[config.mk]
export PLATFORM = sky130hd
export DESIGN_NAME = ncs_setup
export DESIGN_NICKNAME = d
export VERILOG_FILES = /design/src/rtl/ncs_pkg.sv /design/src/rtl/ncs_setup.sv
export SDC_FILE = /design/constraint.sdc
export NUM_CORES = 1
export LEC_CHECK = 0
export BUFFER_PORTS_ARGS = -buffer_cell sky130_fd_sc_hd__clkbuf_2
export CAP_MARGIN = 10
export CORE_UTILIZATION = 40
export DETAILED_ROUTE_END_ITERATION = 8
export HOLD_SLACK_MARGIN = 0.15
export SLEW_MARGIN = 20
export SYNTH_ARGS = -nofsm -noshare
export SYNTH_HDL_FRONTEND = slang
export SYNTH_SLANG_ARGS = --single-unit
export TNS_END_PERCENT = 10
[constraint.sdc]
create_clock -name i_clk -period 6.3 [get_ports i_clk]
set_clock_uncertainty 0.1 [all_clocks]
set_input_delay 0.63 -clock i_clk [delete_from_list [all_inputs] [get_ports i_clk]]
set_output_delay 0.63 -clock i_clk [all_outputs]
set_load 0.01 [all_outputs]
[src/rtl/ncs_pkg.sv]
`default_nettype none

package ncs_pkg;

    localparam int MAX_CHANNELS_DEF = 16;

    localparam int TUNER_W = 33;
    localparam int RATE_W  = 26;
    localparam int NUM_W   = 5;
    localparam int QRY_W   = 33;
    localparam int CTR_W   = 35;
    localparam int SPC_W   = 25;

    localparam int CFG_ADDR_W = 2;
    localparam int CFG_DATA_W = 33;

    localparam int IN_W = ((QRY_W + 7) / 8) * 8;

    localparam logic [RATE_W-1:0] RATE_RST = 26'd2048000;
    localparam logic [NUM_W-1:0]  NUM_RST  = 5'd2;

    typedef enum logic [CFG_ADDR_W-1:0] {
        REG_TUNER = 2'd0,
        REG_RATE  = 2'd1,
        REG_NUM   = 2'd2
    } t_cfg_reg;

    typedef enum logic [1:0] {
        ST_DIV,
        ST_BUILD,
        ST_RUN
    } t_state;

    typedef struct packed {
        logic              done;
        logic [SPC_W-1:0]  spacing;
    } t_setup_st;

endpackage

`default_nettype wire

[src/rtl/ncs_setup.sv]
`default_nettype none

module ncs_setup #(
    parameter int MAX_CHANNELS = ncs_pkg::MAX_CHANNELS_DEF,
    localparam int NW = $clog2(MAX_CHANNELS + 1)
) (
    input  wire logic                              i_clk,
    input  wire logic                              i_rst_n,
    input  wire logic                              i_cfg_we,
    input  wire logic [ncs_pkg::CFG_ADDR_W-1:0]    i_cfg_addr,
    input  wire logic [ncs_pkg::CFG_DATA_W-1:0]    i_cfg_data,
    output ncs_pkg::t_setup_st                     o_st,
    output logic [NW-1:0]                          o_neff,
    output logic [ncs_pkg::RATE_W-1:0]             o_rate,
    output logic signed [ncs_pkg::CTR_W-1:0]       o_centre [MAX_CHANNELS+1]
);
    import ncs_pkg::*;

    localparam int CNT_W = (NW > 5) ? NW : 5;
    localparam int BIT_W = $clog2(RATE_W);

    typedef struct packed {
        logic div_en;
        logic build_en;
        logic done;
    } t_ctl;

    logic [TUNER_W-1:0] r_tuner;
    logic [RATE_W-1:0]  r_rate;
    logic [NUM_W-1:0]   r_num;

    t_state             r_state, n_state;
    t_ctl               w_ctl;
    logic [CNT_W-1:0]   r_cnt, n_cnt;
    logic [NW-1:0]      r_rem, n_rem;
    logic [RATE_W-1:0]  r_quo, n_quo;
    logic [RATE_W-1:0]  r_acc, n_acc;
    logic signed [CTR_W-1:0] r_centre [MAX_CHANNELS+1];

    logic [NW-1:0]      w_neff;
    logic [NW-1:0]      w_half;
    logic [BIT_W-1:0]   w_bit_idx;
    logic [NW:0]        w_trial;
    logic               w_div_last;
    logic               w_build_last;
    logic signed [CTR_W-1:0] w_tuner, w_hrate, w_acc, w_centre;

    always_ff @(posedge i_clk) begin
        if (!i_rst_n) begin
            r_tuner <= '0;
            r_rate  <= RATE_RST;
            r_num   <= NUM_RST;
        end else if (i_cfg_we) begin
            case (t_cfg_reg'(i_cfg_addr))
                REG_TUNER: r_tuner <= i_cfg_data[TUNER_W-1:0];
                REG_RATE:  r_rate  <= i_cfg_data[RATE_W-1:0];
                REG_NUM:   r_num   <= i_cfg_data[NUM_W-1:0];
                default: ;
            endcase
        end
    end

    always_comb begin
        if (r_num < NUM_W'(2)) begin
            w_neff = NW'(2);
        end else if (int'(r_num) > MAX_CHANNELS) begin
            w_neff = NW'(MAX_CHANNELS);
        end else begin
            w_neff = NW'(r_num);
        end
        w_neff = w_neff & {{(NW-1){1'b1}}, 1'b0};
        w_half = w_neff >> 1;
    end

    assign w_div_last   = (r_cnt == CNT_W'(RATE_W - 1));
    assign w_build_last = (r_cnt == CNT_W'(w_neff));

    always_comb begin
        n_state = r_state;
        case (r_state)
            ST_DIV:   if (w_div_last) n_state = ST_BUILD;
            ST_BUILD: if (w_build_last) n_state = ST_RUN;
            ST_RUN:   n_state = ST_RUN;
            default:  n_state = ST_DIV;
        endcase
        if (i_cfg_we) begin
            n_state = ST_DIV;
        end
    end

    always_comb begin
        w_ctl = '0;
        case (r_state)
            ST_DIV:   w_ctl.div_en = 1'b1;
            ST_BUILD: w_ctl.build_en = 1'b1;
            ST_RUN:   w_ctl.done = 1'b1;
            default:  w_ctl = '0;
        endcase
    end

    // Restoring division of the sample rate by the channel count, one bit per cycle.
    assign w_bit_idx = BIT_W'(RATE_W - 1) - r_cnt[BIT_W-1:0];
    assign w_trial   = {((r_cnt == '0) ? NW'(0) : r_rem), r_rate[w_bit_idx]};

    // Channel centres are built one entry per cycle with a running offset.
    assign w_tuner = $signed({2'b00, r_tuner});
    assign w_hrate = $signed({{(CTR_W-RATE_W+1){1'b0}}, r_rate[RATE_W-1:1]});
    assign w_acc   = $signed({{(CTR_W-RATE_W){1'b0}}, r_acc});

    always_comb begin
        if (r_cnt < CNT_W'(w_half)) begin
            w_centre = w_tuner + w_acc;
        end else if (r_cnt < CNT_W'(w_neff)) begin
            w_centre = w_tuner - w_hrate + w_acc;
        end else begin
            w_centre = w_tuner + w_hrate;
        end
    end

    always_comb begin
        n_cnt = r_cnt;
        n_rem = r_rem;
        n_quo = r_quo;
        n_acc = r_acc;
        if (w_ctl.div_en) begin
            n_cnt = w_div_last ? '0 : r_cnt + CNT_W'(1);
            n_acc = '0;
            if (w_trial >= {1'b0, w_neff}) begin
                n_rem = NW'(w_trial - {1'b0, w_neff});
                n_quo = {r_quo[RATE_W-2:0], 1'b1};
            end else begin
                n_rem = w_trial[NW-1:0];
                n_quo = {r_quo[RATE_W-2:0], 1'b0};
            end
        end else if (w_ctl.build_en) begin
            n_cnt = r_cnt + CNT_W'(1);
            if (r_cnt + CNT_W'(1) == CNT_W'(w_half)) begin
                n_acc = '0;
            end else begin
                n_acc = r_acc + RATE_W'(r_quo[SPC_W-1:0]);
            end
        end
        if (i_cfg_we) begin
            n_cnt = '0;
        end
    end

    always_ff @(posedge i_clk) begin
        if (!i_rst_n) begin
            r_state <= ST_DIV;
            r_cnt   <= '0;
        end else begin
            r_state <= n_state;
            r_cnt   <= n_cnt;
        end
    end

    always_ff @(posedge i_clk) begin
        r_rem <= n_rem;
        r_quo <= n_quo;
        r_acc <= n_acc;
        if (w_ctl.build_en) begin
            r_centre[r_cnt[NW-1:0]] <= w_centre;
        end
    end

    assign o_st.done    = w_ctl.done;
    assign o_st.spacing = r_quo[SPC_W-1:0];
    assign o_neff       = w_neff;
    assign o_rate       = r_rate;
    assign o_centre     = r_centre;

endmodule

`default_nettype wire

==> report_table.html <==
<table>
<tr><th>Metric</th><th>Value</th></tr>
<tr><th colspan="2">Status</th></tr>
<tr><td>Outcome</td><td>complete, no violations</td></tr>
<tr><th colspan="2">STA</th></tr>
<tr><td>Hold violation count in the final report</td><td>0</td></tr>
<tr><td># setup viols final</td><td>0</td></tr>
<tr><td>Worst-Margin Slew</td><td>1.12 ns</td></tr>
<tr><td>Relative max-transition margin</td><td>0.253</td></tr>
<tr><td>Setup repair after global routing missed its margin</td><td>false</td></tr>
<tr><td>Hold Worst Slack</td><td>0.179 ns</td></tr>
<tr><td>Fmax</td><td>172 MHz</td></tr>
<tr><td>Fin crit share</td><td>0.924</td></tr>
<tr><td>Clock period minus final worst setup slack</td><td>5.82 ns</td></tr>
<tr><td>Final setup TNS</td><td>0 ns</td></tr>
<tr><td>Max-slew violations</td><td>0</td></tr>
<tr><th colspan="2">Drt</th></tr>
<tr><td>Number of nets with antenna violations after detailed routing</td><td>0</td></tr>
<tr><td>WL final</td><td>104000 um</td></tr>
<tr><td>Routed length per placed instance</td><td>25.8 um</td></tr>
<tr><td>Number of vias per cell</td><td>5.47</td></tr>
<tr><td>DRC</td><td>0</td></tr>
<tr><td>Total number of vias</td><td>21900</td></tr>
<tr><td>Violation count after the first detailed-routing iteration</td><td>1987</td></tr>
<tr><td>Number of iterations in the first detailed-routing pass</td><td>7</td></tr>
<tr><th colspan="2">Pwr</th></tr>
<tr><td>Power per unit of standard cell area</td><td>293 nW/um2</td></tr>
<tr><td>Total leakage power</td><td>15.5 nW</td></tr>
<tr><td>Net load switching power</td><td>2.78 mW</td></tr>
<tr><td>Switching fraction of total power</td><td>0.248</td></tr>
<tr><td>Reg power frac</td><td>0.497</td></tr>
<tr><td>Clock power share</td><td>0.393</td></tr>
<tr><td>Part of the power in combinational logic</td><td>0.110</td></tr>
<tr><td>Int Pwr</td><td>8.41 mW</td></tr>
<tr><td>Highest ir drop seen on vdd</td><td>0.245 mV</td></tr>
<tr><th colspan="2">Yosys</th></tr>
<tr><td>Number of enable-type register cells in the synthesized netlist</td><td>625</td></tr>
<tr><td>Share of synthesized flip-flops with an asynchronous set or reset</td><td>0</td></tr>
<tr><td>Synth Warn #</td><td>0</td></tr>
<tr><td>Avg Inst Size Synth</td><td>13.8 um2</td></tr>
<tr><td>Biggest area consumer among synthesized cells</td><td>edfxtp_1</td></tr>
<tr><td>Syn Nets</td><td>2398</td></tr>
<tr><td>Proportion of synthesized chip area in sequential cells</td><td>0.677</td></tr>
<tr><td>Post-synthesis register bit count</td><td>721</td></tr>
<tr><td>Netlist area before placement</td><td>30500 um2</td></tr>
<tr><td>Most area-consuming cells after synthesis</td><td>edfxtp_1 (61%), dfxtp_1 (6.3%), ha_1 (6.1%)</td></tr>
<tr><td>Area share of the largest cell type after synthesis</td><td>0.614</td></tr>
<tr><td>Count of cell types in the netlist</td><td>79</td></tr>
<tr><td>Number of instances in the synthesized netlist</td><td>2206</td></tr>
<tr><td>Top FF cell, synth</td><td>edfxtp_1</td></tr>
<tr><th colspan="2">Global routing</th></tr>
<tr><td>Initial antenna violation count</td><td>4</td></tr>
<tr><td>Overall track demand over capacity in global routing</td><td>0.259</td></tr>
<tr><td>Pin count of the biggest net entering global routing</td><td>65</td></tr>
<tr><td>Remaining Overflow, GRT</td><td>0</td></tr>
<tr><td>Number of global-route vias before repair</td><td>21175</td></tr>
<tr><td>First-pass GRT wire length</td><td>147000 um</td></tr>
<tr><th colspan="2">Clocking</th></tr>
<tr><td>Clk pin slew, worst setup/hold paths</td><td>0.06 ns</td></tr>
<tr><td>Setup bufs post-CTS</td><td>0</td></tr>
<tr><td>H-tree depth reported by CTS</td><td>3</td></tr>
<tr><td>CTS tree</td><td>done</td></tr>
<tr><td>Clock buffer count from CTS</td><td>75</td></tr>
<tr><td>Worst-Skew Late Latency</td><td>0.64 ns</td></tr>
<tr><td>Number of buffers on the longest clock path</td><td>3</td></tr>
<tr><td>Root buf cell</td><td>clkbuf_16</td></tr>
<tr><td>Clock sink count</td><td>721</td></tr>
<tr><th colspan="2">Setup path</th></tr>
<tr><td>Required time worst endpoint</td><td>6.54 ns</td></tr>
<tr><td>Launching element type of the critical path</td><td>flip-flop</td></tr>
<tr><td>Top fanout value on the critical path</td><td>17</td></tr>
<tr><td>Arrival time of data at the critical path endpoint</td><td>6.06 ns</td></tr>
<tr><td>Critical Path End Type</td><td>flip-flop</td></tr>
<tr><td>Startpoint-to-endpoint class of the critical path</td><td>flip-flop to flip-flop</td></tr>
<tr><th colspan="2">Place</th></tr>
<tr><td>Detailed Place HPWL</td><td>74500 um</td></tr>
<tr><td>Buffers added on ports</td><td>688</td></tr>
<tr><td>Placed cell area</td><td>35500 um2</td></tr>
<tr><td>Inst Count DP</td><td>3846</td></tr>
<tr><td>GPL Wtd Cong</td><td>0.985</td></tr>
<tr><th colspan="2">Floorplan</th></tr>
<tr><td>I/O pin total</td><td>690</td></tr>
<tr><td>Overall die height</td><td>278 um</td></tr>
<tr><td>Die X</td><td>278 um</td></tr>
<tr><td>Total Die Area</td><td>77500 um2</td></tr>
<tr><td>Core Area</td><td>74900 um2</td></tr>
<tr><td>Number of rows in the core area</td><td>100</td></tr>
<tr><td>Starting density of the core</td><td>0.408</td></tr>
<tr><th colspan="2">Final layout</th></tr>
<tr><td>Non-filler cells in the finished layout</td><td>4007</td></tr>
<tr><td>Layout-stage area growth over the synthesis result</td><td>25.1%</td></tr>
<tr><td>Layout cell share with drive strength beyond 1</td><td>0.306</td></tr>
<tr><td># nets final</td><td>3170</td></tr>
<tr><td>Total non-filler cell area in the finished layout</td><td>38200 um2</td></tr>
<tr><th colspan="2">Job</th></tr>
<tr><td>Number of maximum-capacitance constraint violations</td><td>0</td></tr>
<tr><th colspan="2">Hold path</th></tr>
<tr><td>HP Class</td><td>primary input to flip-flop</td></tr>
</table>
## power groups by stage
stage                     logic (mW)  clock network [mW]  registers [mW]
after global placement          1.18                   0            5.66
after detailed placement        1.20                   0            5.66
after global routing            1.34                4.63            5.58
after floorplan                0.721                   0            5.67
final                           1.23                4.39            5.56
after CTS                       1.22                4.45            5.56
## critical path: stages, from the launching register on
cell and delay (ns):
dfxtp_1 0.38, inv_1 0.06, ha_1 0.21, fa_1 0.40, nand2b_1 0.18, a21oi_1 0.32
a2111oi_0 0.15, buf_4 0.16, o21ai_0 0.24, nand3b_1 0.19, a21o_1 0.16, a21oi_1 0.10
o21bai_1 0.17, a21oi_1 0.10, xnor2_1 0.16, ha_1 0.33, o21ai_0 0.09, a21oi_1 0.14
o31a_1 0.15, o31a_1 0.19, o21ai_0 0.16, a2111oi_2 0.51, nand4_1 0.13, and3_1 0.24
a211oi_4 0.53
## registers in the layout (all words and copies together) (netlist names)
signal    flops
o_rate       26
r_state       2
r_rem         5
r_acc        26
r_quo        25
o_centre    595
r_num         4
r_cnt         5
r_tuner      33
## cells by family (layout without fill, tap and decap cells)
kind of cell | after synthesis | count (layout) | synth area share
buffers and inverters | 165 | 996 | 0.0211
other | 1 | 2 | 0.000123
flip-flops | 721 | 721 | 0.677
adder cells (fa/ha/maj) | 154 | 154 | 0.0646
XOR/XNOR | 122 | 122 | 0.0350
AO/OA/AOI/OAI | 523 | 523 | 0.116
multiplexers | 19 | 19 | 0.00913
AND/OR/NAND/NOR | 501 | 501 | 0.0773
## per-stage QoR
| stage | total power [mW] | worst slack [ns] | util |
|---|---|---|---|
| finish | 11.2 | 0.476 | 0.510 |
| CTS | 11.2 | 0.138 | 0.509 |
| detailed placement | 6.86 | 0.185 | 0.473 |
| global placement | 6.84 | 0.319 | 0.473 |
| global route | 11.6 | 0.00930 | 0.510 |
| floorplan | 6.39 | 0.588 | - |
## metal layers
layer  wire length, um  vias up  GRT usage  part of all wire
met4              2580        0     0.0698             0.025
met1             42200    10984      0.335              0.41
met5                 0        -          0                 0
met2             50900      970      0.443              0.49
met3              7880      138     0.0487             0.076
li1                  -     9808          -                 -
## repair_timing
item                                    in CTS  in global routing
hold buffers                                23                  0
resized for setup                            0                  4
endpoints found under the setup margin       0                 68
hold endpoints to repair                    35                  0
## Yosys cell counts (46+ instances only)
master,count
a21boi_0,58
xor2_1,46
nand2_1,201
dfxtp_1,96
inv_1,86
xnor2_1,76
edfxtp_1,625
a21oi_1,129
nor2_1,106
o21ai_0,88
clkbuf_1,69
ha_1,148
## cell type report
type | instances | area (um2)
Clock inverter | 43 | 495
Inverter | 86 | 323
Timing Repair Buffer | 774 | 4150
Fill cell | 6390 | 36700
Sequential cell | 721 | 20700
Clock buffer | 93 | 1980
Multi-Input combinational cell | 1320 | 9360
Tap cell | 969 | 1210
Antenna cell | 1 | 2.50
## path summary, 6_finish.rpt
path         slack, ns  depth (start not counted)                  endpoint               startpoint
max               0.48                         24   o_centre[101]$_DFFE_PP_  r_tuner[0]$_SDFFE_PN0P_
min               0.18                          3  r_tuner[17]$_SDFFE_PN0P_           i_cfg_data[17]
max reg2reg       0.48                         24   o_centre[101]$_DFFE_PP_  r_tuner[0]$_SDFFE_PN0P_
min reg2reg       0.39                          0        r_quo[7]$_DFFE_PP_       r_quo[6]$_DFFE_PP_
## placed cells by master (no fill, tap or decap), types with 10 or more instances in the layout
| cell | instances |
|---|---|
| a211oi_1 | 17 |
| xnor2_1 | 76 |
| nor4_1 | 10 |
| nand2_1 | 201 |
| and2_2 | 16 |
| edfxtp_1 | 625 |
| o21a_1 | 17 |
| xor2_1 | 46 |
| clkbuf_2 | 688 |
| a21o_1 | 40 |
| nand2b_1 | 19 |
| a21boi_0 | 58 |
| or3_1 | 15 |
| buf_4 | 62 |
| nand3_1 | 29 |
| ha_1 | 148 |
| nor2b_1 | 18 |
| nor3_1 | 23 |
| clkinv_2 | 15 |
| dfxtp_1 | 96 |
| clkinv_1 | 11 |
| clkbuf_1 | 16 |
| inv_1 | 86 |
| a21oi_1 | 122 |
| a22o_1 | 20 |
| dlygate4sd3_1 | 23 |
| clkbuf_16 | 76 |
| o21ai_0 | 74 |
| o211ai_1 | 33 |
| nor2_1 | 104 |
| o21bai_1 | 21 |
(Power assumes the default switching activity.)
